### src/rtl/multi_channel_linear_fader_core_macros.svh
// Assertion macros for the fader RTL, used by mclf_back.
// Expects clk_i and rst_ni in the scope where a macro is used.
`ifndef MULTI_CHANNEL_LINEAR_FADER_CORE_MACROS_SVH
`define MULTI_CHANNEL_LINEAR_FADER_CORE_MACROS_SVH

// Same-cycle implication, disabled in reset.
`define MCLF_ASSERT_IMP(lbl, ante, cons, msg) \
  lbl: assert property (@(posedge clk_i) disable iff (!rst_ni) (ante) |-> (cons)) \
    else $error(msg);

// Next-cycle implication, disabled in reset.
`define MCLF_ASSERT_NXT(lbl, ante, cons, msg) \
  lbl: assert property (@(posedge clk_i) disable iff (!rst_ni) (ante) |=> (cons)) \
    else $error(msg);

`endif

### src/rtl/mclf_pkg.sv
// Shared types and constants of the multi-channel linear fader.
// No dependencies; used by every module of the block.
`timescale 1ns / 1ps

package mclf_pkg;

  localparam int CH_W     = 4;   // channel field
  localparam int LVL_W    = 16;  // fixed-point level and increment
  localparam int STEP_W   = 8;   // step count
  localparam int TGT_W    = 15;  // target times scale, scale up to 128
  localparam int DIFF_W   = 18;  // signed target minus level
  localparam int MAG_W    = 17;  // magnitude of the difference
  localparam int ADDR_W   = 8;
  localparam int VAL_W    = 8;
  localparam int DIV_STEPS = 17;

  // Reciprocal divide by the scale: q0 = (m * floor(2^K / scale)) >> K
  localparam int RECIP_SHIFT = 23;
  localparam int RECIP_W     = 24;
  localparam int PROD_W      = LVL_W + RECIP_W;

  localparam logic [ADDR_W-1:0] PWM_BASE_RST = 8'h02;

  localparam logic OP_SET  = 1'b0;
  localparam logic OP_TICK = 1'b1;

  localparam logic [ADDR_W-1:0] CHAN_REMAP [16] = '{
    8'h01, 8'h03, 8'h05, 8'h06, 8'h08, 8'h0A, 8'h0C, 8'h0E,
    8'h00, 8'h02, 8'h04, 8'h07, 8'h09, 8'h0B, 8'h0D, 8'h0F
  };

  typedef enum logic [0:0] {
    CMD_SET  = 1'b0,
    CMD_TICK = 1'b1
  } cmd_kind_e;

  typedef struct packed {
    cmd_kind_e             kind;
    logic [CH_W-1:0]       ch;
    logic [TGT_W-1:0]      tgt;
    logic [STEP_W-1:0]     steps;
  } cmd_t;

  typedef enum logic [2:0] {
    ST_IDLE,
    ST_SET_WAIT,
    ST_TICK_SCAN,
    ST_TICK_MUL,
    ST_TICK_FIX,
    ST_TICK_NONE
  } fsm_e;

endpackage

### src/rtl/mclf_front.sv
// Front end: decodes stream requests into queue commands.
// Depends on mclf_pkg.
`timescale 1ns / 1ps

module mclf_front #(
  parameter int CHANNELS       = 16,
  parameter int FRACTION_SCALE = 64
) (
  input  logic               s_valid_i,
  output logic               s_ready_o,
  input  logic [19:0]        s_data_i,   // channel[3:0], target[11:4], steps[19:12]
  input  logic               s_op_i,
  output logic               cmd_valid_o,
  input  logic               cmd_ready_i,
  output mclf_pkg::cmd_t     cmd_o
);

  logic [mclf_pkg::CH_W-1:0]   ch;
  logic [7:0]                  target;
  logic [mclf_pkg::STEP_W-1:0] steps;
  logic                        drop;

  assign ch     = s_data_i[3:0];
  assign target = s_data_i[11:4];
  assign steps  = s_data_i[19:12];

  // Drop set requests aimed past the last channel.
  assign drop = (s_op_i == mclf_pkg::OP_SET) && ({1'b0, ch} >= 5'(CHANNELS));

  always_comb begin
    cmd_o.kind  = (s_op_i == mclf_pkg::OP_TICK) ? mclf_pkg::CMD_TICK : mclf_pkg::CMD_SET;
    cmd_o.ch    = ch;
    cmd_o.tgt   = mclf_pkg::TGT_W'(target * FRACTION_SCALE);
    cmd_o.steps = (steps == '0) ? mclf_pkg::STEP_W'(1) : steps;
  end

  assign cmd_valid_o = s_valid_i && !drop;
  assign s_ready_o   = cmd_ready_i || drop;

endmodule

### src/rtl/mclf_cmd_fifo.sv
// Two-entry command queue between front and back end.
// Depends on mclf_pkg.
`timescale 1ns / 1ps

module mclf_cmd_fifo (
  input  logic           clk_i,
  input  logic           rst_ni,
  input  logic           wr_valid_i,
  output logic           wr_ready_o,
  input  mclf_pkg::cmd_t wr_data_i,
  output logic           rd_valid_o,
  input  logic           rd_ready_i,
  output mclf_pkg::cmd_t rd_data_o
);

  mclf_pkg::cmd_t mem_q [2];
  logic           wr_ptr_q, wr_ptr_d;
  logic           rd_ptr_q, rd_ptr_d;
  logic [1:0]     count_q, count_d;
  logic           push, pop;

  assign wr_ready_o = (count_q != 2'd2);
  assign rd_valid_o = (count_q != 2'd0);
  assign rd_data_o  = mem_q[rd_ptr_q];
  assign push       = wr_valid_i && wr_ready_o;
  assign pop        = rd_valid_o && rd_ready_i;

  always_comb begin
    wr_ptr_d = push ? !wr_ptr_q : wr_ptr_q;
    rd_ptr_d = pop  ? !rd_ptr_q : rd_ptr_q;
    count_d  = count_q;
    if (push && !pop) begin
      count_d = count_q + 2'd1;
    end else if (pop && !push) begin
      count_d = count_q - 2'd1;
    end
  end

  always_ff @(posedge clk_i or negedge rst_ni) begin
    if (!rst_ni) begin
      wr_ptr_q <= 1'b0;
      rd_ptr_q <= 1'b0;
      count_q  <= 2'd0;
    end else begin
      wr_ptr_q <= wr_ptr_d;
      rd_ptr_q <= rd_ptr_d;
      count_q  <= count_d;
    end
  end

  always_ff @(posedge clk_i) begin
    if (push) begin
      mem_q[wr_ptr_q] <= wr_data_i;
    end
  end

endmodule

### src/rtl/mclf_div.sv
// Serial restoring divider, one quotient bit per cycle.
// Depends on mclf_pkg.
`timescale 1ns / 1ps

module mclf_div (
  input  logic                         clk_i,
  input  logic                         rst_ni,
  input  logic                         start_i,
  input  logic [mclf_pkg::MAG_W-1:0]   dividend_i,
  input  logic [mclf_pkg::STEP_W-1:0]  divisor_i,
  output logic                         done_o,
  output logic [mclf_pkg::MAG_W-1:0]   quotient_o
);

  logic                          busy_q, busy_d;
  logic                          done_q, done_d;
  logic [4:0]                    cnt_q, cnt_d;
  logic [mclf_pkg::MAG_W-1:0]    dvd_q, dvd_d;
  logic [mclf_pkg::STEP_W-1:0]   rem_q, rem_d;
  logic [mclf_pkg::STEP_W-1:0]   dsr_q, dsr_d;
  logic [mclf_pkg::STEP_W:0]     trial;
  logic                          ge;

  assign trial = {rem_q, dvd_q[mclf_pkg::MAG_W-1]};
  assign ge    = (trial >= {1'b0, dsr_q});

  always_comb begin
    busy_d = busy_q;
    done_d = 1'b0;
    cnt_d  = cnt_q;
    dvd_d  = dvd_q;
    rem_d  = rem_q;
    dsr_d  = dsr_q;
    if (start_i) begin
      busy_d = 1'b1;
      cnt_d  = 5'(mclf_pkg::DIV_STEPS);
      dvd_d  = dividend_i;
      rem_d  = '0;
      dsr_d  = divisor_i;
    end else if (busy_q) begin
      // Shift in the next dividend bit and keep the remainder below the divisor.
      rem_d = ge ? mclf_pkg::STEP_W'(trial - {1'b0, dsr_q})
                 : trial[mclf_pkg::STEP_W-1:0];
      dvd_d = {dvd_q[mclf_pkg::MAG_W-2:0], ge};
      cnt_d = cnt_q - 5'd1;
      if (cnt_q == 5'd1) begin
        busy_d = 1'b0;
        done_d = 1'b1;
      end
    end
  end

  always_ff @(posedge clk_i or negedge rst_ni) begin
    if (!rst_ni) begin
      busy_q <= 1'b0;
      done_q <= 1'b0;
      cnt_q  <= '0;
    end else begin
      busy_q <= busy_d;
      done_q <= done_d;
      cnt_q  <= cnt_d;
    end
  end

  always_ff @(posedge clk_i) begin
    dvd_q <= dvd_d;
    rem_q <= rem_d;
    dsr_q <= dsr_d;
  end

  assign done_o     = done_q;
  assign quotient_o = dvd_q;

endmodule

### src/rtl/mclf_back.sv
// Back end: channel state, set-target division and tick scan with result register.
// Depends on mclf_pkg, mclf_div and the assertion macro header.
`timescale 1ns / 1ps
`include "multi_channel_linear_fader_core_macros.svh"

module mclf_back #(
  parameter int CHANNELS       = 16,
  parameter int FRACTION_SCALE = 64
) (
  input  logic                         clk_i,
  input  logic                         rst_ni,
  input  logic                         cmd_valid_i,
  output logic                         cmd_ready_o,
  input  mclf_pkg::cmd_t               cmd_i,
  input  logic [mclf_pkg::ADDR_W-1:0]  pwm_base_i,
  output logic                         out_valid_o,
  input  logic                         out_ready_i,
  output logic [mclf_pkg::ADDR_W-1:0]  out_addr_o,
  output logic [mclf_pkg::VAL_W-1:0]   out_value_o,
  output logic                         out_updated_o,
  output logic                         out_last_o
);

  localparam int CH_IW = (CHANNELS > 1) ? $clog2(CHANNELS) : 1;
  localparam logic [CH_IW-1:0] LAST_CH = CH_IW'(CHANNELS - 1);
  localparam logic [mclf_pkg::RECIP_W-1:0] RECIP =
    mclf_pkg::RECIP_W'((64'd1 << mclf_pkg::RECIP_SHIFT) / FRACTION_SCALE);

  mclf_pkg::fsm_e state_q, state_d;

  logic [mclf_pkg::LVL_W-1:0]   level_q [CHANNELS];
  logic [mclf_pkg::LVL_W-1:0]   inc_q   [CHANNELS];
  logic [mclf_pkg::STEP_W-1:0]  left_q  [CHANNELS];
  logic [CHANNELS-1:0]          act;
  logic                         hi_active;

  logic [CH_IW-1:0]             ch_q;
  logic [mclf_pkg::STEP_W-1:0]  steps_q;
  logic                         neg_q;
  logic                         last_q;
  logic [mclf_pkg::LVL_W-1:0]   lvl_q;
  logic [mclf_pkg::LVL_W-1:0]   mag_q;
  logic [mclf_pkg::PROD_W-1:0]  prod_q;

  logic                         out_valid_q;
  logic [mclf_pkg::ADDR_W-1:0]  out_addr_q;
  logic [mclf_pkg::VAL_W-1:0]   out_value_q;
  logic                         out_updated_q;
  logic                         out_last_q;

  // Control strobes
  logic out_free, pop, pop_set, pop_tick, set_wr, tick_wr, mul_en, ch_adv, out_fix, out_none;

  // Set-target datapath
  logic [CH_IW-1:0]             set_ch;
  logic [mclf_pkg::LVL_W-1:0]   set_lvl;
  logic [mclf_pkg::DIFF_W-1:0]  diff;
  logic [mclf_pkg::MAG_W-1:0]   diff_mag;
  logic                         div_done;
  logic [mclf_pkg::MAG_W-1:0]   quo;
  logic [mclf_pkg::LVL_W-1:0]   new_inc;

  // Tick datapath
  logic [mclf_pkg::LVL_W-1:0]   new_lvl;
  logic [mclf_pkg::LVL_W-1:0]   lvl_mag;
  logic [mclf_pkg::LVL_W-1:0]   q0;
  logic [mclf_pkg::MAG_W-1:0]   q0_back;
  logic [mclf_pkg::MAG_W-1:0]   rem;
  logic [mclf_pkg::LVL_W-1:0]   qf;
  logic [mclf_pkg::VAL_W-1:0]   pwm_val;
  logic [mclf_pkg::ADDR_W-1:0]  pwm_addr;

  always_comb begin
    for (int i = 0; i < CHANNELS; i++) begin
      act[i] = (left_q[i] != '0);
    end
    hi_active = 1'b0;
    for (int i = 0; i < CHANNELS; i++) begin
      if ((i > int'(ch_q)) && act[i]) begin
        hi_active = 1'b1;
      end
    end
  end

  assign set_ch   = cmd_i.ch[CH_IW-1:0];
  assign set_lvl  = level_q[set_ch];
  assign diff     = $signed({3'b000, cmd_i.tgt}) - $signed({{2{set_lvl[15]}}, set_lvl});
  assign diff_mag = diff[mclf_pkg::DIFF_W-1] ? mclf_pkg::MAG_W'(-diff)
                                             : diff[mclf_pkg::MAG_W-1:0];
  assign new_inc  = neg_q ? mclf_pkg::LVL_W'(16'd0 - quo[mclf_pkg::LVL_W-1:0])
                          : quo[mclf_pkg::LVL_W-1:0];

  assign new_lvl  = level_q[ch_q] + inc_q[ch_q];
  assign lvl_mag  = lvl_q[15] ? mclf_pkg::LVL_W'(16'd0 - lvl_q) : lvl_q;

  // Reciprocal estimate is low by at most one; one compare fixes it.
  assign q0       = prod_q[mclf_pkg::RECIP_SHIFT +: mclf_pkg::LVL_W];
  assign q0_back  = mclf_pkg::MAG_W'(q0 * FRACTION_SCALE);
  assign rem      = {1'b0, mag_q} - q0_back;
  assign qf       = (rem >= mclf_pkg::MAG_W'(FRACTION_SCALE)) ? q0 + 16'd1 : q0;
  assign pwm_val  = neg_q ? 8'(8'd0 - qf[7:0]) : qf[7:0];
  assign pwm_addr = 8'(pwm_base_i + mclf_pkg::CHAN_REMAP[4'(ch_q)]);

  assign out_free = !out_valid_q || out_ready_i;

  mclf_div u_div (
    .clk_i      (clk_i),
    .rst_ni     (rst_ni),
    .start_i    (pop_set),
    .dividend_i (diff_mag),
    .divisor_i  (cmd_i.steps),
    .done_o     (div_done),
    .quotient_o (quo)
  );

  // Next state
  always_comb begin
    state_d = state_q;
    case (state_q)
      mclf_pkg::ST_IDLE: begin
        if (cmd_valid_i) begin
          if (cmd_i.kind == mclf_pkg::CMD_SET) begin
            state_d = mclf_pkg::ST_SET_WAIT;
          end else if (act == '0) begin
            state_d = mclf_pkg::ST_TICK_NONE;
          end else begin
            state_d = mclf_pkg::ST_TICK_SCAN;
          end
        end
      end
      mclf_pkg::ST_SET_WAIT: begin
        if (div_done) state_d = mclf_pkg::ST_IDLE;
      end
      mclf_pkg::ST_TICK_SCAN: begin
        if (act[ch_q]) state_d = mclf_pkg::ST_TICK_MUL;
      end
      mclf_pkg::ST_TICK_MUL: begin
        state_d = mclf_pkg::ST_TICK_FIX;
      end
      mclf_pkg::ST_TICK_FIX: begin
        if (out_free) state_d = last_q ? mclf_pkg::ST_IDLE : mclf_pkg::ST_TICK_SCAN;
      end
      mclf_pkg::ST_TICK_NONE: begin
        if (out_free) state_d = mclf_pkg::ST_IDLE;
      end
      default: state_d = mclf_pkg::ST_IDLE;
    endcase
  end

  // Strobes
  always_comb begin
    pop      = 1'b0;
    set_wr   = 1'b0;
    tick_wr  = 1'b0;
    mul_en   = 1'b0;
    ch_adv   = 1'b0;
    out_fix  = 1'b0;
    out_none = 1'b0;
    case (state_q)
      mclf_pkg::ST_IDLE:      pop     = 1'b1;
      mclf_pkg::ST_SET_WAIT:  set_wr  = div_done;
      mclf_pkg::ST_TICK_SCAN: begin
        tick_wr = act[ch_q];
        ch_adv  = !act[ch_q];
      end
      mclf_pkg::ST_TICK_MUL:  mul_en  = 1'b1;
      mclf_pkg::ST_TICK_FIX: begin
        out_fix = out_free;
        ch_adv  = out_free && !last_q;
      end
      mclf_pkg::ST_TICK_NONE: out_none = out_free;
      default: pop = 1'b0;
    endcase
  end

  assign cmd_ready_o = pop;
  assign pop_set     = pop && cmd_valid_i && (cmd_i.kind == mclf_pkg::CMD_SET);
  assign pop_tick    = pop && cmd_valid_i && (cmd_i.kind == mclf_pkg::CMD_TICK);

  always_ff @(posedge clk_i or negedge rst_ni) begin
    if (!rst_ni) begin
      state_q <= mclf_pkg::ST_IDLE;
    end else begin
      state_q <= state_d;
    end
  end

  // Channel state clears to zero at reset.
  always_ff @(posedge clk_i or negedge rst_ni) begin
    if (!rst_ni) begin
      for (int i = 0; i < CHANNELS; i++) begin
        level_q[i] <= '0;
        inc_q[i]   <= '0;
        left_q[i]  <= '0;
      end
    end else if (set_wr) begin
      inc_q[ch_q]  <= new_inc;
      left_q[ch_q] <= steps_q;
    end else if (tick_wr) begin
      level_q[ch_q] <= new_lvl;
      left_q[ch_q]  <= left_q[ch_q] - 8'd1;
    end
  end

  always_ff @(posedge clk_i or negedge rst_ni) begin
    if (!rst_ni) begin
      ch_q <= '0;
    end else if (pop_set) begin
      ch_q <= set_ch;
    end else if (pop_tick) begin
      ch_q <= '0;
    end else if (ch_adv) begin
      ch_q <= CH_IW'(ch_q + 1'b1);
    end
  end

  always_ff @(posedge clk_i) begin
    if (pop_set) begin
      steps_q <= cmd_i.steps;
      neg_q   <= diff[mclf_pkg::DIFF_W-1];
    end
    if (tick_wr) begin
      lvl_q  <= new_lvl;
      last_q <= !hi_active;
    end
    if (mul_en) begin
      mag_q  <= lvl_mag;
      neg_q  <= lvl_q[15];
      prod_q <= lvl_mag * RECIP;
    end
  end

  // Result register: hold while the receiver stalls.
  always_ff @(posedge clk_i or negedge rst_ni) begin
    if (!rst_ni) begin
      out_valid_q <= 1'b0;
    end else if (out_fix || out_none) begin
      out_valid_q <= 1'b1;
    end else if (out_ready_i) begin
      out_valid_q <= 1'b0;
    end
  end

  always_ff @(posedge clk_i) begin
    if (out_fix) begin
      out_addr_q    <= pwm_addr;
      out_value_q   <= pwm_val;
      out_updated_q <= 1'b1;
      out_last_q    <= last_q;
    end else if (out_none) begin
      out_addr_q    <= '0;
      out_value_q   <= '0;
      out_updated_q <= 1'b0;
      out_last_q    <= 1'b1;
    end
  end

  assign out_valid_o   = out_valid_q;
  assign out_addr_o    = out_addr_q;
  assign out_value_o   = out_value_q;
  assign out_updated_o = out_updated_q;
  assign out_last_o    = out_last_q;

  `MCLF_ASSERT_IMP(a_div_done_in_wait, div_done, state_q == mclf_pkg::ST_SET_WAIT, "divider done outside set wait")
  `MCLF_ASSERT_IMP(a_scan_has_work, state_q == mclf_pkg::ST_TICK_SCAN, act != '0, "tick scan with no active channel")
  `MCLF_ASSERT_IMP(a_last_ch_active, (state_q == mclf_pkg::ST_TICK_SCAN) && (ch_q == LAST_CH), act[ch_q], "scan reached last channel without work")
  `MCLF_ASSERT_NXT(a_last_ends_tick, out_fix && last_q, state_q == mclf_pkg::ST_IDLE, "tick did not end after its last result")

endmodule

### src/rtl/multi_channel_linear_fader_core.sv
// Top level of the multi-channel linear fader: config register, stream packing.
// Depends on mclf_pkg, mclf_front, mclf_cmd_fifo and mclf_back.
//
// Usage:
//   Input stream s_axis: tuser selects the request (0 set target, 1 tick);
//   tdata carries channel, target and step count. A set target loads one
//   channel's increment and step count and gives no result. A tick steps
//   every channel with steps left and sends one result per stepped channel
//   on m_axis, tlast on the final one; tuser is 0 on the single result of a
//   tick that stepped nothing.
//   cfg_we_i / cfg_wdata_i write the base address of the PWM registers.
//   Timing: a set target holds the back end while it is taken, through 17
//   serial divider steps and while the result is stored. A tick scans each
//   channel up to its last active channel and adds a multiply and a correction
//   step for the divide by the scale per active channel; a tick with no active
//   channel goes straight to its single result. A two-entry queue takes new
//   requests while the back end works.
//   Reset clears all channel levels, increments and step counts, empties the
//   queue and sets the base address to 2. When m_axis_tready_i is low the
//   result register holds, the scan halts, and the queue fills and then
//   drops s_axis_tready_o.
`timescale 1ns / 1ps

module multi_channel_linear_fader_core #(
  parameter int CHANNELS       = 16,
  parameter int FRACTION_SCALE = 64
) (
  input  logic        clk_i,
  input  logic        rst_ni,
  input  logic        s_axis_tvalid_i,
  output logic        s_axis_tready_o,
  input  logic [23:0] s_axis_tdata_i,   // channel[3:0], target[11:4], steps[19:12], zero
  input  logic        s_axis_tuser_i,   // operation[0]
  output logic        m_axis_tvalid_o,
  input  logic        m_axis_tready_i,
  output logic [15:0] m_axis_tdata_o,   // reg_address[7:0], pwm_value[15:8]
  output logic        m_axis_tuser_o,   // updated[0]
  output logic        m_axis_tlast_o,
  input  logic        cfg_we_i,
  input  logic [7:0]  cfg_wdata_i
);

  logic [mclf_pkg::ADDR_W-1:0] pwm_base_q;

  logic           fr_valid, fr_ready;
  mclf_pkg::cmd_t fr_cmd;
  logic           q_valid, q_ready;
  mclf_pkg::cmd_t q_cmd;

  logic [mclf_pkg::ADDR_W-1:0] out_addr;
  logic [mclf_pkg::VAL_W-1:0]  out_value;

  always_ff @(posedge clk_i or negedge rst_ni) begin
    if (!rst_ni) begin
      pwm_base_q <= mclf_pkg::PWM_BASE_RST;
    end else if (cfg_we_i) begin
      pwm_base_q <= cfg_wdata_i;
    end
  end

  mclf_front #(
    .CHANNELS       (CHANNELS),
    .FRACTION_SCALE (FRACTION_SCALE)
  ) u_front (
    .s_valid_i   (s_axis_tvalid_i),
    .s_ready_o   (s_axis_tready_o),
    .s_data_i    (s_axis_tdata_i[19:0]),
    .s_op_i      (s_axis_tuser_i),
    .cmd_valid_o (fr_valid),
    .cmd_ready_i (fr_ready),
    .cmd_o       (fr_cmd)
  );

  mclf_cmd_fifo u_fifo (
    .clk_i      (clk_i),
    .rst_ni     (rst_ni),
    .wr_valid_i (fr_valid),
    .wr_ready_o (fr_ready),
    .wr_data_i  (fr_cmd),
    .rd_valid_o (q_valid),
    .rd_ready_i (q_ready),
    .rd_data_o  (q_cmd)
  );

  mclf_back #(
    .CHANNELS       (CHANNELS),
    .FRACTION_SCALE (FRACTION_SCALE)
  ) u_back (
    .clk_i         (clk_i),
    .rst_ni        (rst_ni),
    .cmd_valid_i   (q_valid),
    .cmd_ready_o   (q_ready),
    .cmd_i         (q_cmd),
    .pwm_base_i    (pwm_base_q),
    .out_valid_o   (m_axis_tvalid_o),
    .out_ready_i   (m_axis_tready_i),
    .out_addr_o    (out_addr),
    .out_value_o   (out_value),
    .out_updated_o (m_axis_tuser_o),
    .out_last_o    (m_axis_tlast_o)
  );

  assign m_axis_tdata_o = {out_value, out_addr};

endmodule
### config.mk
export PLATFORM = sky130hd
export DESIGN_NAME = multi_channel_linear_fader_core
export DESIGN_NICKNAME = d
export VERILOG_FILES = /design/src/rtl/mclf_pkg.sv /design/src/rtl/mclf_front.sv /design/src/rtl/mclf_cmd_fifo.sv /design/src/rtl/mclf_div.sv /design/src/rtl/mclf_back.sv /design/src/rtl/multi_channel_linear_fader_core.sv
export VERILOG_INCLUDE_DIRS = /design/src /design/src/rtl
export SDC_FILE = /design/constraint.sdc
export NUM_CORES = 2
export LEC_CHECK = 0
export BUFFER_PORTS_ARGS = -buffer_cell sky130_fd_sc_hd__buf_2
export CAP_MARGIN = 10
export CORE_MARGIN = 2
export CORE_UTILIZATION = 30
export CTS_BUF_LIST = sky130_fd_sc_hd__clkbuf_2
export DETAILED_ROUTE_END_ITERATION = 16
export PLACE_DENSITY_LB_ADDON = 0.12
export SYNTH_ARGS = -nofsm -noshare
export SYNTH_HDL_FRONTEND = slang
export SYNTH_SLANG_ARGS = --single-unit
### constraint.sdc
create_clock -name clk_i -period 8.8 [get_ports clk_i]
set_input_delay 0 -clock clk_i [delete_from_list [all_inputs] [get_ports clk_i]]
set_output_delay 0 -clock clk_i [all_outputs]
set_load 0.02 [all_outputs]
==> reports/results.txt <==
Final period util -> 70.70%
P per Cell Area -> 309.8 nW/um^2
Port Buffers -> 53
Overall Power -> 13.75 mW
Row cnt -> 132
Most frequent cell after synthesis -> nand2_1
Max-Cap Viols -> 0
Synthesized instance count -> 3402
First-pass GRT wire length -> 189.6 mm
Kind of critical path -> flop to flop
DR DRC count -> 0
CTS tree -> done
CP top delay family -> compound AO/OA/AOI/OAI gates
Distinct cells, synth -> 80
Worst r2r path cells -> 17
Vias in the first global route -> 28710
DP Wirelength -> 77.23 mm
Fraction of power spent switching nets -> 43.53%
Largest net degree at the start of global routing -> 147
Buffers and inverters on the worst path -> 1
Combinational share of power -> 42.8%
DRT Pass-1 Iters -> 5
Final Skew -> 0.1171 ns
Peak supply drop -> 0.1729 mV
Most frequent CP cell -> a21o_1
Synth area leaders -> dfrtp_1, mux4_2, edfxtp_1
Layout area overhead -> 14.29%
Vias/cell -> 4.993
Avg Inst Size Synth -> 11.41 sq um
Fin. Hold Viols -> 0
Top cell type's share of synthesized area -> 42.92%
Clk buf depth -> 3
Worst-Margin Slew -> 1.207 ns
Pint -> 7.763 mW
Post-Route WL -> 125.3 mm
Hold_ws -> 0.2645 ns
Share of cells above drive strength 1 -> 23.30%
Initial Utilization -> 30.10%
Worst flop-to-flop path endpoint -> u_back.u_div.quotient_o[4]
RSZ-0062 raised after global routing -> no
Worst-path maximum fanout -> 23
Hold path start -> s_axis_tdata_i[11]
Number of DRC markers in iteration 0 -> 1887
Final net count -> 3727
Synth Cell Area -> 38830 sq um
Post-synth EDFFs -> 109
Ys flop type -> dfrtp_1
R2R Path Start -> u_fifo.rd_ptr_q
Crit path from -> u_fifo.rd_ptr_q
Setup violators final -> 0
CP endpoint kind -> flop
HP Class -> input port to flop
Slew headroom -> 19.24%
Crit path required time -> 10.19 ns
Layout Cells excl Fill -> 5560
Sequential area share after synthesis -> 51.88%
Die X -> 363.8 microns
Total grt overflow -> 0
Crit-path max cell delay -> 0.89 ns
Die height -> 363.8 microns
Fmax achieved -> 160.7 MHz
# fillers -> 13160
Slowest CP cell -> dfrtp_1
H-tree levels -> 4
Core area -> 129000 sq um
Die ar. -> 132300 sq um
Drt wl/cell -> 22.54 microns
Vias -> 27760
GRT Total Usage -> 19.28%
Top post-synthesis cells by count -> nand2_1, dfrtp_1, o21ai_0
Clock Sinks -> 785
Worst reg-to-reg setup slack -> 2.58 ns
Max Slew Vio Count -> 0
Register share of total power -> 37.1%
Critical Path End -> u_back.u_div.quotient_o[4]
FF+latch count, synth -> 785
Antenna Nets Post-Route -> 0
Levels on crit path -> 17
CP Launch Type -> flop
GPL Wtd Cong -> 0.8121
Asr flop ratio synth -> 84.97%
Outcome -> completed
Postcts setup bufs -> 0
Initial antenna violation count -> 2
Fin crit period -> 6.222 ns
Cell total after placement -> 5039
Yosys warnings -> 0
Critical Path AT -> 7.61 ns
Clock Power Share -> 20.0%
# hold bufs at CTS -> 120
Net Sw Power -> 5.985 mW
CTS clock-pin slew for the worst setup and hold paths -> 0.12 ns
Area leader, netlist -> dfrtp_1
Post-cts resize count -> 0
Setup TNS -> 0 ns
Worst-skew pair later-pin latency -> 1.69 ns
Critical Path, Cell by Cell -> mux2i_4, buf_4, mux4_2, nand2_1, nand3_1, nand2_1, ha_1, a21o_1, a21o_1, a21o_1, and2_1, a211oi_1, o21ai_0, a21oi_1, nand2b_1, xnor2_1, mux2_2
CTS Buf Count -> 215
Syn Nets -> 3492
Root Buffer -> clkbuf_2
IO Pins -> 58
Leak -> 18.96 nW
==> cell type report <==
cell class	instances	area [sq um]	area share (%)
Multi-Input combinational cell	2306	17540	39.52
Timing Repair Buffer	265	2242	5.052
Inverter	64	240.2	0.5413
Tap cell	1742	2180	4.911
Clock buffer	332	1662	3.744
Sequential cell	785	20160	45.43
Clock inverter	59	340.3	0.7669
Antenna cell	7	17.52	0.03947
==> tightest hold or removal path: stages <==
cell and delay [ns]:
dlygate4sd3_1 0.52, dlygate4sd3_1 0.54, buf_2 0.10, dlygate4sd3_1 0.57
==> power by group through the flow <==
stage / sequential, mW / combinational, mW / clock, mW
floorplan: 4.82 / 4.11 / 0
global placement: 5.18 / 5.90 / 0
detailed placement: 5.17 / 5.90 / 0
CTS: 5.10 / 5.97 / 2.89
global route: 5.20 / 6.47 / 3.09
finish: 5.11 / 5.89 / 2.75
==> per-stage QoR <==
step | utilization [%] | worst slack, ns | cell area (sq um)
6_report | 34.41 | 2.578 | 44380
5_1_grt | 34.41 | 2.020 | 44380
4_1_cts | 34.36 | 2.447 | 44320
3_5_place_dp | 31.86 | 2.510 | 41100
3_3_place_gp | 31.86 | 2.516 | 41100
2_1_floorplan | - | 2.607 | 38830
==> cell usage in the layout (no fill, tap or decap), drive strengths merged, types with 17 or more instances in the layout <==
master | netlist | layout
a21oi | 42 | 42
a22o | 49 | 49
and2 | 18 | 18
buf | 37 | 146
clkbuf | 210 | 332
clkinv | 1 | 53
dfrtp | 666 | 666
dlygate4sd3 | 0 | 119
edfxtp | 109 | 109
ha | 49 | 49
inv | 63 | 67
mux2 | 103 | 103
mux2i | 37 | 37
mux4 | 259 | 259
nand2 | 726 | 726
nand2b | 17 | 17
nand3 | 38 | 38
nor2 | 83 | 83
nor2b | 19 | 19
nor3 | 27 | 27
nor4 | 36 | 36
o21ai | 537 | 537
o22a | 30 | 30
xnor2 | 51 | 51
xor2 | 35 | 35
==> worst min path at each step <==
stage	depth (start not counted)	to	slack, ns
floorplan	0	pwm_base_q[0]	-0.30
global placement	1	u_back.inc_q[225]	-0.02
detailed placement	1	u_back.inc_q[225]	-0.02
CTS	4	u_fifo.mem_q[1][15]	0.04
global route	4	u_fifo.mem_q[0][15]	0.13
finish	4	u_fifo.mem_q[0][15]	0.26
==> sequential cells by signal, summed over array words and instances (netlist names), 2 cells and up <==
register and count:
pwm_base_q 8, u_back.ch_q 4, u_back.inc_q 256, u_back.left_q 128, u_back.level_q 256, u_back.lvl_q 15, u_back.mag_q 8, u_back.out_addr_o 8
u_back.out_value_o 8, u_back.state_q 3, u_back.steps_q 8, u_back.u_div.cnt_q 5, u_back.u_div.quotient_o 17, u_back.u_div.rem_q 8, u_fifo.count_q 2, u_fifo.mem_q 42
==> cells by family after synthesis <==
logic type / share of synthesized area, %
flops: 51.88
compound gates: 11.06
xor+xnor: 1.959
fa+ha+maj: 1.734
simple gates: 11.20
buf+inv: 3.148
mux: 19.02
==> layer usage <==
metal  GRT usage [%]  share of wire, %  vias to the layer above
met4           6.257               2.3                        0
li1                -                 -                    12920
met1           26.72                47                    14070
met2           30.72                47                      573
met5               0                 0                        -
met3           3.226               3.8                      205
(Power assumes the default switching activity.)
